===== src/hdl/tss_pkg.sv =====
// shared types, sizes, status codes and the divide-by-three helper
// for the ternary search table block; no dependencies
package tss_pkg;

  localparam int DEPTH     = 1024;
  localparam int KEY_WIDTH = 32;
  localparam int IDX_W     = $clog2(DEPTH);
  localparam int CNT_W     = $clog2(DEPTH + 1);
  localparam int POS_W     = IDX_W + 2;

  // item kinds on the input tuser
  localparam logic FUNC_WRITE  = 1'b0;
  localparam logic FUNC_SEARCH = 1'b1;

  // result status codes
  localparam logic [1:0] ST_FOUND      = 2'd0;
  localparam logic [1:0] ST_NOT_FOUND  = 2'd1;
  localparam logic [1:0] ST_EMPTY      = 2'd2;
  localparam logic [1:0] ST_WRITE_DONE = 2'd3;

  // configuration register indexes
  localparam logic CFG_ELEMENT_COUNT  = 1'b0;
  localparam logic CFG_COMPARE_SIGNED = 1'b1;

  // reciprocal of three, exact for every value below 2**IDX_W
  localparam int DIV3_SHIFT = IDX_W + 1;
  localparam int DIV3_MUL   = ((2 ** DIV3_SHIFT) + 2) / 3;
  localparam int DIV3_PW    = IDX_W + DIV3_SHIFT;

  typedef struct packed {
    logic [1:0]       status;
    logic [IDX_W-1:0] index;
  } res_t;

  typedef struct packed {
    logic lt;
    logic eq;
  } cmp_t;

  function automatic logic [IDX_W-1:0] div3(input logic [IDX_W-1:0] x);
    logic [DIV3_PW-1:0] prod;
    prod = DIV3_PW'(x) * DIV3_PW'(DIV3_MUL);
    return prod[DIV3_PW-1:DIV3_SHIFT];
  endfunction

endpackage


===== src/hdl/tss_cmp.sv =====
// shared key comparator, unsigned or two's complement
// depends on tss_pkg
module tss_cmp (
  input  logic [tss_pkg::KEY_WIDTH-1:0] entry,
  input  logic [tss_pkg::KEY_WIDTH-1:0] key,
  input  logic                          signed_mode,
  output tss_pkg::cmp_t                 res
);
  import tss_pkg::*;

  logic [KEY_WIDTH-1:0] flip;
  logic [KEY_WIDTH-1:0] ea;
  logic [KEY_WIDTH-1:0] ka;

  // flipping the sign bit turns a signed compare into an unsigned one
  assign flip = signed_mode ? {1'b1, {(KEY_WIDTH-1){1'b0}}} : '0;
  assign ea   = entry ^ flip;
  assign ka   = key ^ flip;

  assign res.lt = ea < ka;
  assign res.eq = ea == ka;

endmodule


===== config.mk =====
export PLATFORM = sky130hd
export DESIGN_NAME = tss_cmp
export DESIGN_NICKNAME = d
export VERILOG_FILES = /design/src/hdl/tss_pkg.sv /design/src/hdl/tss_cmp.sv
export SDC_FILE = /design/constraint.sdc
export NUM_CORES = 1
export LEC_CHECK = 0
export BUFFER_PORTS_ARGS = -buffer_cell sky130_fd_sc_hd__buf_2
export CAP_MARGIN = 15
export CORE_MARGIN = 2
export CORE_UTILIZATION = 45
export DETAILED_ROUTE_END_ITERATION = 16
export PLACE_DENSITY = 0.9
export REMOVE_ABC_BUFFERS = 1
export SYNTH_ARGS = -nofsm -noshare
export SYNTH_HDL_FRONTEND = slang
export SYNTH_SLANG_ARGS = --single-unit
export TNS_END_PERCENT = 1

===== constraint.sdc =====
create_clock -name vclk -period 7.05
set_input_delay 1.7625 -clock vclk [all_inputs]
set_output_delay 1.7625 -clock vclk [all_outputs]
set_load 0.02 [all_outputs]

# --- Word level (Yosys, flattened, before mapping) ---
# Index checks and enable logic that the tools add are counted.
op_classes:
  addsub: 0
  multipliers: 0
  div: 0
  order_cmp: 1
  n_eq_ne: 1
  n_shift: 0
  mux: 1
  n_bitwise: 2
  n_reduce_logical: 0
ops:
  columns: ["operator", "n"]
  rows:
  - ["$xor 32x32->32", 2]
  - ["$eq 32x32->1", 1]
  - ["$lt 32x32->1", 1]
  - ["$mux 32", 1]
totals:
  reg_bits: 0
  latchBits: 0
  ramBits: 0
  rom_bits: 0
  in_bits: 65
  output_inout_bits: 2
  memories: 0

# --- Logic depth before layout (Yosys ltp) ---
# Gate-level depths: netlist of the first run.
logic_depth:
  depth_word: 3
  mapped_depth: 7
  mapped_depth_nobuf: 7

# --- Least setup slack after synthesis of the first run ---
# No wires, ideal clock.
synth_timing:
  path_type: "input-to-output"
  startpoint: "in key[17] (netlist bit)"
  endpoint: "out res[1] (netlist bit)"
  arrival_time_ns: 3.203
  setup_slack_ns: 2.084
  path_stages: 7
  path_cell_list: "inv_1 -> ha_1 -> a21oi_2 -> o21ai_1 -> a221oi_2 -> nor2_1 -> a2111oi_2"
synth_lines:
  columns: ["element", "line", "source"]
  rows:
  - ["start: declaration", "tss_cmp.sv:5", "input logic [tss_pkg::KEY_WIDTH-1:0] key,"]
  - ["end: declaration", "tss_cmp.sv:7", "output tss_pkg::cmp_t res"]

==> impl_results.md, run 1 <==
* PnR worst setup slack at 1.93 ns
* 1st-iter DRT viols at 1
* Core area at ~1700 um2
* Wirelength per Cell at between 9 and 10 um
* Post-synth top cells: ha_1, inv_1, a21oi_1, nand2_1, nor2_1
* Pins over their slew limit at 0
* Grt total ovfl at 0
* Clock share of power at 0%
* First-pass GRT wire length at roughly 3000 um
* Distinct cells, synth at 22
* Pwr Density at 53.0 nW/um2
* Antenna-violating nets left at 0
* Layout Area Growth over Synthesis at 43.7%
* Most frequent cell after synthesis: ha_1
* Synth Instances at about 120
* Vias at approximately 1000
* Crit-path cells: buf_2, xor2_1, ha_1, nand4_1, or3_1, nor2_1, nand2_1, nor2_1, buf_2
* Port bufs at 67
* Layout cells sized above 1 at about two fifths
* Sw Pwr at 0.0303 mW
* Design Power at 0.0640 mW
* Min-delay worst type: in2out
* Endpoints failing setup at 0
* Cell taking the most area after synthesis: ha_1
* Vias in the first global route at 892
* CP max FO at 2
* Post-Layout Inst Area at roughly 1200 um2
* Synth area leaders: ha_1, inv_1, a21oi_1
* Cell area after synthesis at roughly 840 um2
* Setup_tns at 0 ns
* Register area share after synthesis at 0%
* Status: complete, no violations
* GRT Total Usage at 17.8%
* Resize count post-CTS at 0
* Sw frac at 47.3%
* Initial antenna violation count at 0
* CP max stage delay at just under 0.4 ns
* Die width at roughly 47 um
* CP Depth at 9
* Largest net degree at the start of global routing at 4
* Minimum clock period at approximately 5.1 ns
* Critical path's top delay family: simple AND/OR/NAND/NOR gates
* Syn Area/Cell at about 7.2 um2
* Post-CTS Setup Inserts at 0
* Max_cap viols at 0
* Worst-Margin Slew at around 0.26 ns
* Vias per inst at ~4.8
* Pre-CTS WS at 1.93 ns
* Crit path buf inv count at 2
* Die H at between 40 and 50 um
* Layout clock buffers at 0
* FF+latch area at 0 um2
* Worst Hold Depth at 5
* # IOs at 67
* CP Data Arrival Time at roughly 3.4 ns
* RSZ-0062 raised after global routing: no
* Placer Congestion at ~0.7
* Post-CTS Hold Fix Bufs at 0
* Post-synth top area share at about 48%
* Leakage power at around 0.76 nW
* NumNets Final at 282
* Worst VDD drop at approximately 0.032 mV
* Diode count at 0
* Share of total power in combinational logic at between 90% and 100%
* Row cnt at 15
* DRC violations left at 0
* Final Hold Fails at 0
* WP data required at 5.29 ns
* Period utilization at 72.6%
* Initial Util at about half
* YS warnings at 0
* Internal power at approximately 0.034 mW
* TritonRoute pass-1 iters at 3
* CP endpoint kind: output port
* HPWL after DPL at approximately 1900 um
* Seq cells at 0
* Crit Path Class: in2out
* Routed WL at 1960 um
* Slowest-stage cell, CP: or3_1
* Area after DPL at 1210 um2
* Startpoint Class: input pin
* Worst slew margin at around 83%
* DIE AREA at ~2200 um2
* Sequential Power Share at 0%
* Fmax at 0.195 GHz
per-layer routing:
layer	track usage [%]	share of wire, %	wire length (um)	vias up
met2	38.1	53	1050	45
met5	0	0	0	-
met4	1.67	0.46	9	0
met3	1.15	6.7	132	2
met1	18.9	39	773	416
li1	-	-	-	531
cell type report:
type / count / area [um2]
fillers: 160 / 539
inverters: 31 / 116
multi-input cells: 85 / 723
well taps: 25 / 31.3
repair buffers: 67 / 335
power by group through the flow:
stage / clock [mW] / combinational (mW) / sequential [mW]
floorplan: 0 / 0.0371 / 0
global placement: 0 / 0.0604 / 0
global route: 0 / 0.0743 / 0
detailed placement: 0 / 0.0643 / 0
finish: 0 / 0.0640 / 0
CTS: 0 / 0.0648 / 0
stage by stage:
stage          std cells  utilization (%)  hold WS (ns)
3_3_place_gp         208             69.1          4.06
3_5_place_dp         208             69.1          4.06
5_1_grt              208             69.1          4.10
6_report             208             69.1          4.06
2_1_floorplan        116                -          3.83
4_1_cts              208             69.1          4.07
cell families (layout without fill, tap and decap cells):
| logic type | after synthesis | count (layout) | share of synthesized area, % |
|---|---|---|---|
| compound gates | 24 | 24 | 19.4 |
| xor+xnor | 2 | 2 | 2.09 |
| fa+ha+maj | 32 | 32 | 47.7 |
| buf+inv | 31 | 98 | 13.9 |
| simple gates | 27 | 27 | 17.0 |
placed cells by master, fill, tap and decap left out, types with 2 or more instances in the layout:
master	n
buf_2	67
ha_1	32
inv_1	31
nand2_1	10
a21oi_1	10
nor2_1	6
nand4_1	4
o21ai_0	4
a211oi_1	2
nor2b_1	2
o211ai_1	2
a21oi_2	2
path summary, 6_finish.rpt:
path | startpoint | to | slack [ns]
min | key[0] | res[0] | 4.06
max | signed_mode | res[0] | 1.93
No activity file was read; power rests on OpenSTA's default activity.
==> run 2: changes to the inputs <==
--- a/config.mk
+++ b/config.mk
@@ -5,12 +5,13 @@
 export SDC_FILE = /design/constraint.sdc
 export NUM_CORES = 1
 export LEC_CHECK = 0
+export ABC_AREA = 1
 export BUFFER_PORTS_ARGS = -buffer_cell sky130_fd_sc_hd__buf_2
 export CAP_MARGIN = 15
 export CORE_MARGIN = 2
-export CORE_UTILIZATION = 45
+export CORE_UTILIZATION = 43
 export DETAILED_ROUTE_END_ITERATION = 16
-export PLACE_DENSITY = 0.9
+export PLACE_DENSITY = 0.86
 export REMOVE_ABC_BUFFERS = 1
 export SYNTH_ARGS = -nofsm -noshare
 export SYNTH_HDL_FRONTEND = slang
==> constraint.sdc (replaced) <==
create_clock -name vclk -period 4.9
set_input_delay 1.225 -clock vclk [all_inputs]
set_output_delay 1.225 -clock vclk [all_outputs]
set_load 0.02 [all_outputs]
==> run 2 against run 1 <==
Effect of this change:
- die area is 8.7% higher
- final cell count is 13% higher
- area after synthesis is 4.6% higher
==> impl_results.md, run 2 <==
* Post-synth top cells: inv_1, ha_1, nand2_1
* Vias per inst at 4.40
* Post-synth top area share at between 40% and 50%
* Largest net degree at the start of global routing at 4
* Sequential Power Share at 0%
* Internal power at between 0.04 and 0.05 mW
* Worst slew margin at 83.8%
* Area after DPL at 1250 um2
* Layout cells sized above 1 at 34.1%
* Row cnt at 16
* Final Hold Fails at 0
* Fmax at between 0.2 and 0.3 GHz
* Share of total power in combinational logic at 100.0%
* Minimum clock period at 3.79 ns
* NumNets Final at ~310
* WP data required at 3.67 ns
* Min-delay worst type: in2out
* CP endpoint kind: output port
* Synth area leaders: ha_1, inv_1, nand2_1
* Antenna-violating nets left at 0
* Sw Pwr at about 0.044 mW
* Register area share after synthesis at 0%
* DRC violations left at 0
* Highest-count cells in the layout ignoring fill and taps: buf_2, inv_1, nand2_1, ha_1, a21oi_1
* Pins over their slew limit at 0
* Port bufs at 67
* Status: complete, no violations
* Endpoints failing setup at 0
* Cell area after synthesis at just under 900 um2
* Syn Area/Cell at 6.23 um2
* GRT Total Usage at between 10% and 20%
* Startpoint Class: input pin
* TritonRoute pass-1 iters at 3
* CP Data Arrival Time at about 2.6 ns
* Wirelength per Cell at slightly below 8 um
* Vias in the first global route at slightly above 900
* Post-Layout Inst Area at roughly 1200 um2
* Worst VDD drop at about 0.046 mV
* First-pass GRT wire length at just under 3000 um
* Synth Instances at 141
* FF+latch area at 0 um2
* Final std cells w/o fill at around 240
* Worst-Margin Slew at between 0.2 and 0.25 ns
* DIE AREA at 2420 um2
* Layout Area Growth over Synthesis at 42.0%
* Distinct cells, synth at 17
* Placed Instances at about 240
* Die H at 49.2 um
* Core area at 1940 um2
* Routed WL at approximately 1800 um
* Crit Path Class: in2out
* # IOs at 67
* Sw frac at between 40% and 50%
* Cell taking the most area after synthesis: ha_1
* Leakage power at around 0.86 nW
* Initial Util at between 40 and 50%
* Resize count post-CTS at 0
* Post-CTS Hold Fix Bufs at 0
* Placer Congestion at between 0.7 and 0.8
* Grt total ovfl at 0
* Most common cell after layout, fill and taps aside: buf_2
* Period utilization at roughly 77%
* Pwr Density at 73.5 nW/um2
* CP max FO at 2
* Seq cells at 0
* PnR worst setup slack at between 1 and 1.5 ns
* Initial antenna violation count at 0
* Post-CTS Setup Inserts at 0
* Max_cap viols at 0
* YS warnings at 0
* HPWL after DPL at ~1800 um
* Die width at 49.2 um
* Design Power at ~0.092 mW
* Clock share of power at 0%
* RSZ-0062 raised after global routing: no
* Setup_tns at 0 ns
* Most frequent cell after synthesis: inv_1
* Pre-CTS WS at approximately 1.1 ns
* Final core occ at ~64%
* Diode count at 0
* 1st-iter DRT viols at 5
* Layout clock buffers at 0
* Worst hold slack at approximately 3 ns
* Vias at 1035
-- run 2: final timing paths --
| path | from | to | slack, ns | cells after the start |
|---|---|---|---|---|
| max | signed_mode | res[0] | 1.11 | 10 |
| min | entry[30] | res[1] | 3.06 | 8 |
-- run 2: worst max-delay path, cell delays in order --
cell and delay (ns):
buf_2 0.12, xor2_1 0.15, ha_1 0.29, nand2_1 0.06, inv_1 0.06, nand3_2 0.07
nor3_2 0.17, inv_2 0.06, nor3_2 0.17, buf_2 0.18
-- run 2: cell type report --
class                           count  area [um2]
Timing Repair Buffer               67         335
Fill cell                         206         694
Multi-Input combinational cell    101         728
Tap cell                           27        33.8
Inverter                           40         150
-- run 2: logic make-up after synthesis --
| kind of cell | synth area share, % |
|---|---|
| buffers and inverters | 17.1 |
| and+or+nand+nor | 23.6 |
| xor gates and xnor gates | 1.99 |
| AOI/OAI and AO/OA | 11.7 |
| adders and majority gates | 45.6 |
-- run 2: routing by layer --
metal / up-vias / share of wire (%) / global-route usage (%)
met3: 0 / 3.9 / 0
met4: 0 / 0 / 0
met1: 424 / 41 / 14.4
met5: - / 0 / 0
li1: 581 / - / -
met2: 30 / 55 / 32.4
-- run 2: power by group through the flow --
stage,logic [mW],registers [mW],clock network (mW)
floorplan,0.0552,0,0
global placement,0.0905,0,0
detailed placement,0.0932,0,0
CTS,0.0938,0,0
global route,0.108,0,0
finish,0.0917,0,0
