==> src/hdl/tss_pkg.sv <==
// shared types, sizes, status codes and the divide-by-three helper
// for the ternary search table block; no dependencies
package tss_pkg;

  localparam int DEPTH     = 1024;
  localparam int KEY_WIDTH = 32;
  localparam int IDX_W     = $clog2(DEPTH);
  localparam int CNT_W     = $clog2(DEPTH + 1);
  localparam int POS_W     = IDX_W + 2;

  // item kinds on the input tuser
  localparam logic FUNC_WRITE  = 1'b0;
  localparam logic FUNC_SEARCH = 1'b1;

  // result status codes
  localparam logic [1:0] ST_FOUND      = 2'd0;
  localparam logic [1:0] ST_NOT_FOUND  = 2'd1;
  localparam logic [1:0] ST_EMPTY      = 2'd2;
  localparam logic [1:0] ST_WRITE_DONE = 2'd3;

  // configuration register indexes
  localparam logic CFG_ELEMENT_COUNT  = 1'b0;
  localparam logic CFG_COMPARE_SIGNED = 1'b1;

  // reciprocal of three, exact for every value below 2**IDX_W
  localparam int DIV3_SHIFT = IDX_W + 1;
  localparam int DIV3_MUL   = ((2 ** DIV3_SHIFT) + 2) / 3;
  localparam int DIV3_PW    = IDX_W + DIV3_SHIFT;

  typedef struct packed {
    logic [1:0]       status;
    logic [IDX_W-1:0] index;
  } res_t;

  typedef struct packed {
    logic lt;
    logic eq;
  } cmp_t;

  function automatic logic [IDX_W-1:0] div3(input logic [IDX_W-1:0] x);
    logic [DIV3_PW-1:0] prod;
    prod = DIV3_PW'(x) * DIV3_PW'(DIV3_MUL);
    return prod[DIV3_PW-1:DIV3_SHIFT];
  endfunction

endpackage

==> src/hdl/tss_ctrl.sv <==
// search sequencer: narrows lo/hi one round at a time, two probes per round
// through the shared comparator; depends on tss_pkg
module tss_ctrl (
  input  logic                          clk,
  input  logic                          rst_n,
  input  logic                          start,
  input  logic                          func,
  input  logic [tss_pkg::IDX_W-1:0]     entry_index,
  input  logic [tss_pkg::KEY_WIDTH-1:0] key_value,
  input  logic [tss_pkg::CNT_W-1:0]     element_count,
  output logic                          idle,
  output logic                          ram_we,
  output logic [tss_pkg::IDX_W-1:0]     ram_waddr,
  output logic [tss_pkg::KEY_WIDTH-1:0] ram_wdata,
  output logic [tss_pkg::IDX_W-1:0]     ram_raddr,
  output logic [tss_pkg::KEY_WIDTH-1:0] cmp_key,
  input  tss_pkg::cmp_t                 cmp_res,
  output logic                          res_valid,
  output tss_pkg::res_t                 res,
  input  logic                          res_take
);
  import tss_pkg::*;

  localparam logic [2:0] S_IDLE = 3'd0;
  localparam logic [2:0] S_CALC = 3'd1;
  localparam logic [2:0] S_RD1  = 3'd2;
  localparam logic [2:0] S_CMP1 = 3'd3;
  localparam logic [2:0] S_CMP2 = 3'd4;
  localparam logic [2:0] S_DONE = 3'd5;

  logic [2:0]            state_r, state_nxt;
  logic [KEY_WIDTH-1:0]  key_r, key_nxt;
  logic signed [POS_W-1:0] lo_r, lo_nxt, hi_r, hi_nxt;
  logic [IDX_W-1:0]      p1_r, p1_nxt, p2_r, p2_nxt;
  logic                  r1_lt_r, r1_lt_nxt;
  res_t                  res_r, res_nxt;

  logic [CNT_W-1:0]      count;
  logic [IDX_W-1:0]      span;
  logic [IDX_W-1:0]      third;

  // clamp the live count to the table depth
  assign count = (element_count > CNT_W'(DEPTH)) ? CNT_W'(DEPTH) : element_count;

  // span only matters while lo <= hi, where it fits the index width
  assign span  = IDX_W'(hi_r - lo_r);
  assign third = div3(span);

  // table write happens on the accept beat itself
  assign ram_we    = start && (func == FUNC_WRITE);
  assign ram_waddr = entry_index;
  assign ram_wdata = key_value;
  assign ram_raddr = (state_r == S_CMP1) ? p2_r : p1_r;
  assign cmp_key   = key_r;

  assign idle      = state_r == S_IDLE;
  assign res_valid = state_r == S_DONE;
  assign res       = res_r;

  // sequencer
  always_comb begin
    state_nxt = state_r;
    key_nxt   = key_r;
    lo_nxt    = lo_r;
    hi_nxt    = hi_r;
    p1_nxt    = p1_r;
    p2_nxt    = p2_r;
    r1_lt_nxt = r1_lt_r;
    res_nxt   = res_r;
    case (state_r)
      S_IDLE: begin
        if (start) begin
          res_nxt.index = '0;
          if (func == FUNC_WRITE) begin
            res_nxt.status = ST_WRITE_DONE;
            state_nxt      = S_DONE;
          end else if (count == '0) begin
            res_nxt.status = ST_EMPTY;
            state_nxt      = S_DONE;
          end else begin
            key_nxt   = key_value;
            lo_nxt    = '0;
            hi_nxt    = POS_W'(count) - POS_W'(1);
            state_nxt = S_CALC;
          end
        end
      end
      S_CALC: begin
        if (lo_r > hi_r) begin
          res_nxt.status = ST_NOT_FOUND;
          res_nxt.index  = '0;
          state_nxt      = S_DONE;
        end else begin
          p1_nxt    = lo_r[IDX_W-1:0] + third;
          p2_nxt    = hi_r[IDX_W-1:0] - third;
          state_nxt = S_RD1;
        end
      end
      S_RD1: begin
        state_nxt = S_CMP1;
      end
      S_CMP1: begin
        if (cmp_res.eq) begin
          res_nxt.status = ST_FOUND;
          res_nxt.index  = p1_r;
          state_nxt      = S_DONE;
        end else begin
          r1_lt_nxt = cmp_res.lt;
          state_nxt = S_CMP2;
        end
      end
      S_CMP2: begin
        if (cmp_res.eq) begin
          res_nxt.status = ST_FOUND;
          res_nxt.index  = p2_r;
          state_nxt      = S_DONE;
        end else begin
          // key between probes, above both, or below the first
          if (r1_lt_r && !cmp_res.lt) begin
            lo_nxt = POS_W'(p1_r) + POS_W'(1);
            hi_nxt = POS_W'(p2_r) - POS_W'(1);
          end else if (cmp_res.lt) begin
            lo_nxt = POS_W'(p2_r) + POS_W'(1);
          end else begin
            hi_nxt = POS_W'(p1_r) - POS_W'(1);
          end
          state_nxt = S_CALC;
        end
      end
      S_DONE: begin
        if (res_take) begin
          state_nxt = S_IDLE;
        end
      end
      default: begin
        state_nxt = S_IDLE;
      end
    endcase
  end

  // control state
  always_ff @(posedge clk) begin
    if (!rst_n) begin
      state_r <= S_IDLE;
    end else begin
      state_r <= state_nxt;
    end
  end

  // datapath registers
  always_ff @(posedge clk) begin
    key_r   <= key_nxt;
    lo_r    <= lo_nxt;
    hi_r    <= hi_nxt;
    p1_r    <= p1_nxt;
    p2_r    <= p2_nxt;
    r1_lt_r <= r1_lt_nxt;
    res_r   <= res_nxt;
  end

endmodule

==> config.mk <==
export PLATFORM = sky130hd
export DESIGN_NAME = tss_ctrl
export DESIGN_NICKNAME = d
export VERILOG_FILES = /design/src/hdl/tss_pkg.sv /design/src/hdl/tss_ctrl.sv
export SDC_FILE = /design/constraint.sdc
export NUM_CORES = 1
export LEC_CHECK = 0
export BUFFER_PORTS_ARGS = -buffer_cell sky130_fd_sc_hd__buf_2
export CAP_MARGIN = 40
export CORE_MARGIN = 1.5
export CORE_UTILIZATION = 51
export CTS_CLUSTER_DIAMETER = 100
export CTS_CLUSTER_SIZE = 30
export DETAILED_ROUTE_END_ITERATION = 8
export PLACE_DENSITY = 0.78
export SETUP_SLACK_MARGIN = 0.05
export SKIP_CTS_REPAIR_TIMING = 1
export SYNTH_ARGS = -nofsm -noshare
export SYNTH_HDL_FRONTEND = slang
export SYNTH_SLANG_ARGS = --single-unit
export TNS_END_PERCENT = 10
==> constraint.sdc <==
create_clock -name clk -period 6.9 [get_ports clk]
set_input_delay 0.345 -clock clk [delete_from_list [all_inputs] [get_ports clk]]
set_output_delay 0.345 -clock clk [all_outputs]
set_load 0.02 [all_outputs]
# Word-level counts from Yosys, hierarchy flattened
# Cells that the tools add are included.
# classes
add_sub_neg	8
multipliers	1
div	0
n_lt_le_gt_ge	2
eq_ne	16
shift	0
n_mux	31
n_bitwise	4
n_reduce_logical	15
# ops
cell	count
12-bit 2-to-1 mux	16
12-bit case mux with 2 select lines	2
12-bit case mux with 4 select lines	1
10-bit by 1-bit adder with 11-bit output, second input constant	2
10-bit by 1-bit subtractor with 11-bit output, second input constant	2
10-bit by 10-bit multiplier with 20-bit output, second input constant	1
3-bit 2-to-1 mux	6
3-bit case mux with 6 select lines	1
6-bit AND reduction	3
2-bit inequality test, second input constant	7
12-bit greater-than comparator	1
11-bit by 1-bit subtractor with 12-bit output, second input constant	1
11-bit greater-than comparator, second input constant	1
11-bit logical NOT	1
11-bit 2-to-1 mux	1
10-bit by 9-bit adder with 10-bit output	1
10-bit 2-to-1 mux	1
10-bit subtractor	1
10-bit by 9-bit subtractor with 10-bit output	1
3-bit by 2-bit == test with 1-bit output, second input constant	2
3-bit == test, second input constant	2
3-bit inequality test, second input constant	2
2-bit AND reduction	3
5-bit AND reduction	1
12 further kinds	17
# totals
ff_bits	92
latch_bits	0
mem_bits_rw	0
romBits	0
input_bits	60
output_inout_bits	99
word_cells	86
mem_count	0

# Logic depth before layout (Yosys ltp)
# depth
depth_word	7
ltp_mapped	34
ltp_nobuf	34

# Worst setup path before layout
# OpenSTA, ideal clock, no wires.
# synth_timing
path_type	flip-flop to flip-flop
from	reg lo_r[1]
to	reg p1_r[9] (data pin)
setup_time_ns	0.258
arrival_ns	7.018
t_required_ns	6.642
slack_ns	-0.375
path_stages_with_launch	33
path_buffers	0
cell_sequence	edfxtp_1 -> inv_1 -> ha_1 -> nor2b_1 -> o21ai_1 -> a21oi_1 -> o41ai_2 -> xnor2_1 -> inv_1 -> ha_1 -> ha_1 -> inv_1 -> fa_1 -> inv_1 -> fa_1 -> inv_1 -> fa_1 -> inv_1 -> ha_1 -> a21o_1 -> a21o_1 -> a22oi_1 -> nand3_1 -> a21oi_1 -> xnor2_1 -> ha_1 -> a21o_1 -> a21oi_1 -> o21bai_1 -> a2111oi_2 -> o31ai_1 -> a21oi_1 -> xnor2_1
# synth_between
elab_chain_cells	3
# synth_rtl
element	line	rtl
from (decl)	tss_ctrl.sv:33	logic signed [POS_W-1:0] lo_r, lo_nxt, hi_r, hi_nxt;
from (signal assigned)	tss_ctrl.sv:153	lo_r <= lo_nxt;
10-bit subtractor	tss_ctrl.sv:46	assign span = IDX_W'(hi_r - lo_r);
10-bit by 10-bit multiplier with 20-bit output	tss_pkg.sv:42	prod = DIV3_PW'(x) * DIV3_PW'(DIV3_MUL);
10-bit by 9-bit adder with 10-bit output *	tss_ctrl.sv:94	p1_nxt = lo_r[IDX_W-1:0] + third;
to (signal assigned)	tss_ctrl.sv:155	p1_r <= p1_nxt;
to (decl)	tss_ctrl.sv:34	logic [IDX_W-1:0] p1_r, p1_nxt, p2_r, p2_nxt;
# Mark *: on every way between the ends. The rest lies on a longest branch, timed or not.
# A chain may end at the register's enable or synchronous reset.

# Final worst setup path
# layout_timing
from	reg lo_r[0]
to	reg p1_r[9] (data pin)
# Same word-level chain as after synthesis.

==> impl_results.rst <==
.. list-table::
   :header-rows: 1

   * - Metric
     - Value
   * - Wire length of the first global-routing pass
     - between 30 and 40 mm
   * - Element type at the critical path start
     - flip-flop
   * - Library cell occupying the most area in the post-synthesis netlist
     - sky130_fd_sc_hd__edfxtp_1
   * - Yosys warning count
     - 0
   * - Cell Area, Synth
     - around 7800 um^2
   * - Number of fill cells
     - 1167
   * - Synthesized instance count
     - 760
   * - Clock root cell
     - sky130_fd_sc_hd__clkbuf_16
   * - Count of unique library cells instantiated by Yosys
     - between 60 and 70
   * - Required time reported for the critical path endpoint
     - around 7000 ps
   * - Detailed-route DRC error count
     - 0
   * - Critical-path cell with the highest stage delay
     - sky130_fd_sc_hd__fa_1
   * - Cts bufs inserted
     - 9
   * - Commonest cells in the synthesized netlist
     - sky130_fd_sc_hd__ha_1 (102), sky130_fd_sc_hd__inv_1 (93), sky130_fd_sc_hd__edfxtp_1 (88), sky130_fd_sc_hd__nor2_1 (49), sky130_fd_sc_hd__buf_4 (43)
   * - Outcome
     - complete, but fails checks
   * - Number of rows created at floorplan
     - 44
   * - Final design instance area without fill
     - 9474 um^2
   * - Slew at the pin closest to its max-slew limit
     - between 700 and 800 ps
   * - H-tree levels
     - 3
   * - Antenna violations before repair
     - 0
   * - Top cells by area, synth
     - sky130_fd_sc_hd__edfxtp_1 (34%), sky130_fd_sc_hd__ha_1 (16%), sky130_fd_sc_hd__fa_1 (6.2%)
   * - Post-Syn Nets
     - 946
   * - Unrepaired setup endpoints after global routing
     - true
   * - Worst max-slew margin expressed relative to the limit
     - roughly half
   * - Post-placement cell area
     - 8876 um^2
   * - Post-detailed-route via-to-cell ratio
     - approximately 5.6
   * - Crit end category
     - flip-flop
   * - WS Path Type
     - flip-flop to flip-flop
   * - Placement Setup Slack
     - -188.1 ps
   * - CP Max Fanout
     - 4
   * - Placed Instances
     - 1088
   * - CTS tree
     - done
   * - Cell repeated most along the worst path
     - sky130_fd_sc_hd__a21o_1
   * - Length of the first detailed-routing pass in iterations
     - 6
   * - Starting density of the core
     - 52.79%
   * - Crit path setup slack, layout
     - -54.13 ps
   * - Fraction of layout cells with a size suffix above 1
     - between 30 and 40%
   * - Overflow left after global routing
     - 0
   * - Drt initial violations
     - around 400
   * - Die Area
     - 15960 um^2
   * - Non-Filler Instances
     - 1110
   * - Clock input transition at the sequential cells of the worst setup and hold paths
     - 70 ps
   * - Final estimated routing congestion in global placement
     - 0.8776
   * - Area Growth Syn to Fin
     - 22.09%
   * - Number of max-slew violations in the final report
     - 0
   * - Async S/R FF share, synth
     - 0%
   * - Total routed wirelength
     - 19.64 mm
   * - Fraction of post-synthesis cell area in the top cell type by area
     - 34.05%
   * - Data arrival at the endpoint of the critical path
     - 7060 ps
   * - HPWL Detailed
     - 15.51 mm
   * - Slowest cell delay on critical path
     - 510 ps
   * - Final core area utilization
     - 64.45%
   * - Maximum number of buffers from clock root to sink
     - 2
   * - Floorplan Core Area
     - 14700 um^2
   * - Final-report setup violation count
     - 1
   * - Classification of the worst-slack hold path
     - input port to flip-flop
   * - Chip Height
     - 126.4 um
   * - Via count of the first global-routing pass
     - 5977
   * - Final net count
     - roughly 1100
   * - Clock period minus worst slack
     - 6954 ps
   * - Worst-case clock skew
     - 14.51 ps
   * - Number of diodes added for antenna fixing
     - 0
   * - Port buffer count
     - 138
   * - Most frequently used cell type in the post-synthesis netlist
     - sky130_fd_sc_hd__ha_1
   * - Routed WL per cell
     - 17.70 um
   * - Later-pin clock latency in the skew report
     - 350 ps
   * - Total global routing track utilization
     - 24.67%
   * - Maximum operating frequency
     - between 100 and 150 MHz
   * - Pin count of the biggest net entering global routing
     - 33
   * - Max-cap violation count
     - 0
   * - Portion of the post-synthesis area used by sequential elements
     - roughly a third
   * - Number of nets with antenna violations after detailed routing
     - 0
   * - Number of clock sinks
     - 91
   * - Flip-flop and latch count after synthesis
     - 91
   * - Number of flops mapped to enable cells by yosys
     - 88
   * - Share of the cycle needed by the critical path after routing
     - 100.8%
   * - Post-Synthesis Mean Instance Area
     - 10.21 um^2
   * - Failing checks
     - negative setup slack
   * - Horiz. Die Dim
     - between 100 and 150 um
   * - Final Hold Violating Endpoints
     - 0
   * - Top-Level Pins
     - approximately 160
   * - Main flop type after synthesis
     - sky130_fd_sc_hd__edfxtp_1
   * - Total via count in the routed design
     - 6228
through the flow:
step | TNS (ps) | hold slack (ps)
after floorplan | 0 | 443.9
after global placement | -63.07 | 532.6
after detailed placement | -710.4 | 534.9
after CTS | -971.6 | 172.7
after global routing | -1858 | 169.2
final | -54.13 | 183.8
logic make-up (layout without fill, tap and decap cells):
group	after synthesis	in the layout	synth area share [%]
compound gates	136	136	11.98
xor+xnor	55	55	6.208
fa+ha+maj	126	126	22.64
buf+inv	152	318	9.513
flops	91	91	34.83
mux	27	27	3.628
simple gates	173	173	11.21
routing by layer:
metal,track usage [%],vias up,part of all wire [%]
met3,4.850,19,6.2
met2,41.47,246,50
met4,5.680,0,1.2
met1,33.17,2998,43
met5,0,-,0
li1,-,2965,-
registers in the layout (all words and copies together) (netlist names):
register and count:
res 12, hi_r 12, state_r 3, cmp_key 32
lo_r 11, r1_lt_r 1, p2_r 10, p1_r 10
final timing paths:
path / from / end / slack [ps] / cells past startpoint
hold reg to reg: lo_r[9] / p1_r[9] / 600 / 1
hold / removal: key_value[11] / cmp_key[11] / 180 / 1
setup reg to reg: lo_r[0] / p1_r[9] / -50 / 29
setup / recovery: lo_r[0] / p1_r[9] / -50 / 29
area by class of cell:
| type | count | area [um^2] | area share, % |
|---|---|---|---|
| Clock buffer | 11 | 242.7 | 2.562 |
| Timing Repair Buffer | 208 | 1216 | 12.84 |
| Multi-Input combinational cell | 517 | 4669 | 49.29 |
| Clock inverter | 5 | 60.06 | 0.6339 |
| Tap cell | 184 | 230.2 | 2.430 |
| Inverter | 94 | 352.8 | 3.724 |
| Sequential cell | 91 | 2703 | 28.53 |
worst max-delay path: cells and delay by family (launching register included):
kind | cells | cell delay [ps]
xor+xnor | 3 | 410
fa+ha+maj | 9 | 3190
compound gates | 12 | 2180
buf+inv | 2 | 100
flops | 1 | 440
simple gates | 3 | 370
placed cells by master, fill, tap and decap left out, types with 6 or more instances in the layout:
| master | instances |
|---|---|
| sky130_fd_sc_hd__buf_2 | 138 |
| sky130_fd_sc_hd__inv_1 | 90 |
| sky130_fd_sc_hd__ha_1 | 88 |
| sky130_fd_sc_hd__edfxtp_1 | 88 |
| sky130_fd_sc_hd__buf_4 | 70 |
| sky130_fd_sc_hd__nor2_1 | 47 |
| sky130_fd_sc_hd__nand2_1 | 33 |
| sky130_fd_sc_hd__a21oi_1 | 26 |
| sky130_fd_sc_hd__xnor2_1 | 25 |
| sky130_fd_sc_hd__xor2_1 | 21 |
| sky130_fd_sc_hd__fa_1 | 21 |
| sky130_fd_sc_hd__o21ai_0 | 18 |
| sky130_fd_sc_hd__mux2i_1 | 18 |
| sky130_fd_sc_hd__nand3_1 | 16 |
| sky130_fd_sc_hd__nor2b_1 | 15 |
| sky130_fd_sc_hd__nor3_1 | 15 |
| sky130_fd_sc_hd__a21o_1 | 11 |
| sky130_fd_sc_hd__a22o_1 | 10 |
| sky130_fd_sc_hd__mux2_2 | 9 |
| sky130_fd_sc_hd__ha_4 | 9 |
| sky130_fd_sc_hd__clkbuf_16 | 9 |
| sky130_fd_sc_hd__a21oi_2 | 8 |
| sky130_fd_sc_hd__nand2b_1 | 6 |
| sky130_fd_sc_hd__xnor2_2 | 6 |
| sky130_fd_sc_hd__o211ai_1 | 6 |
| sky130_fd_sc_hd__nor4_1 | 6 |
| sky130_fd_sc_hd__a31oi_1 | 6 |
Power is not shown: default switching activity piles up to over one toggle a cycle in this logic, so the estimate is an artifact.
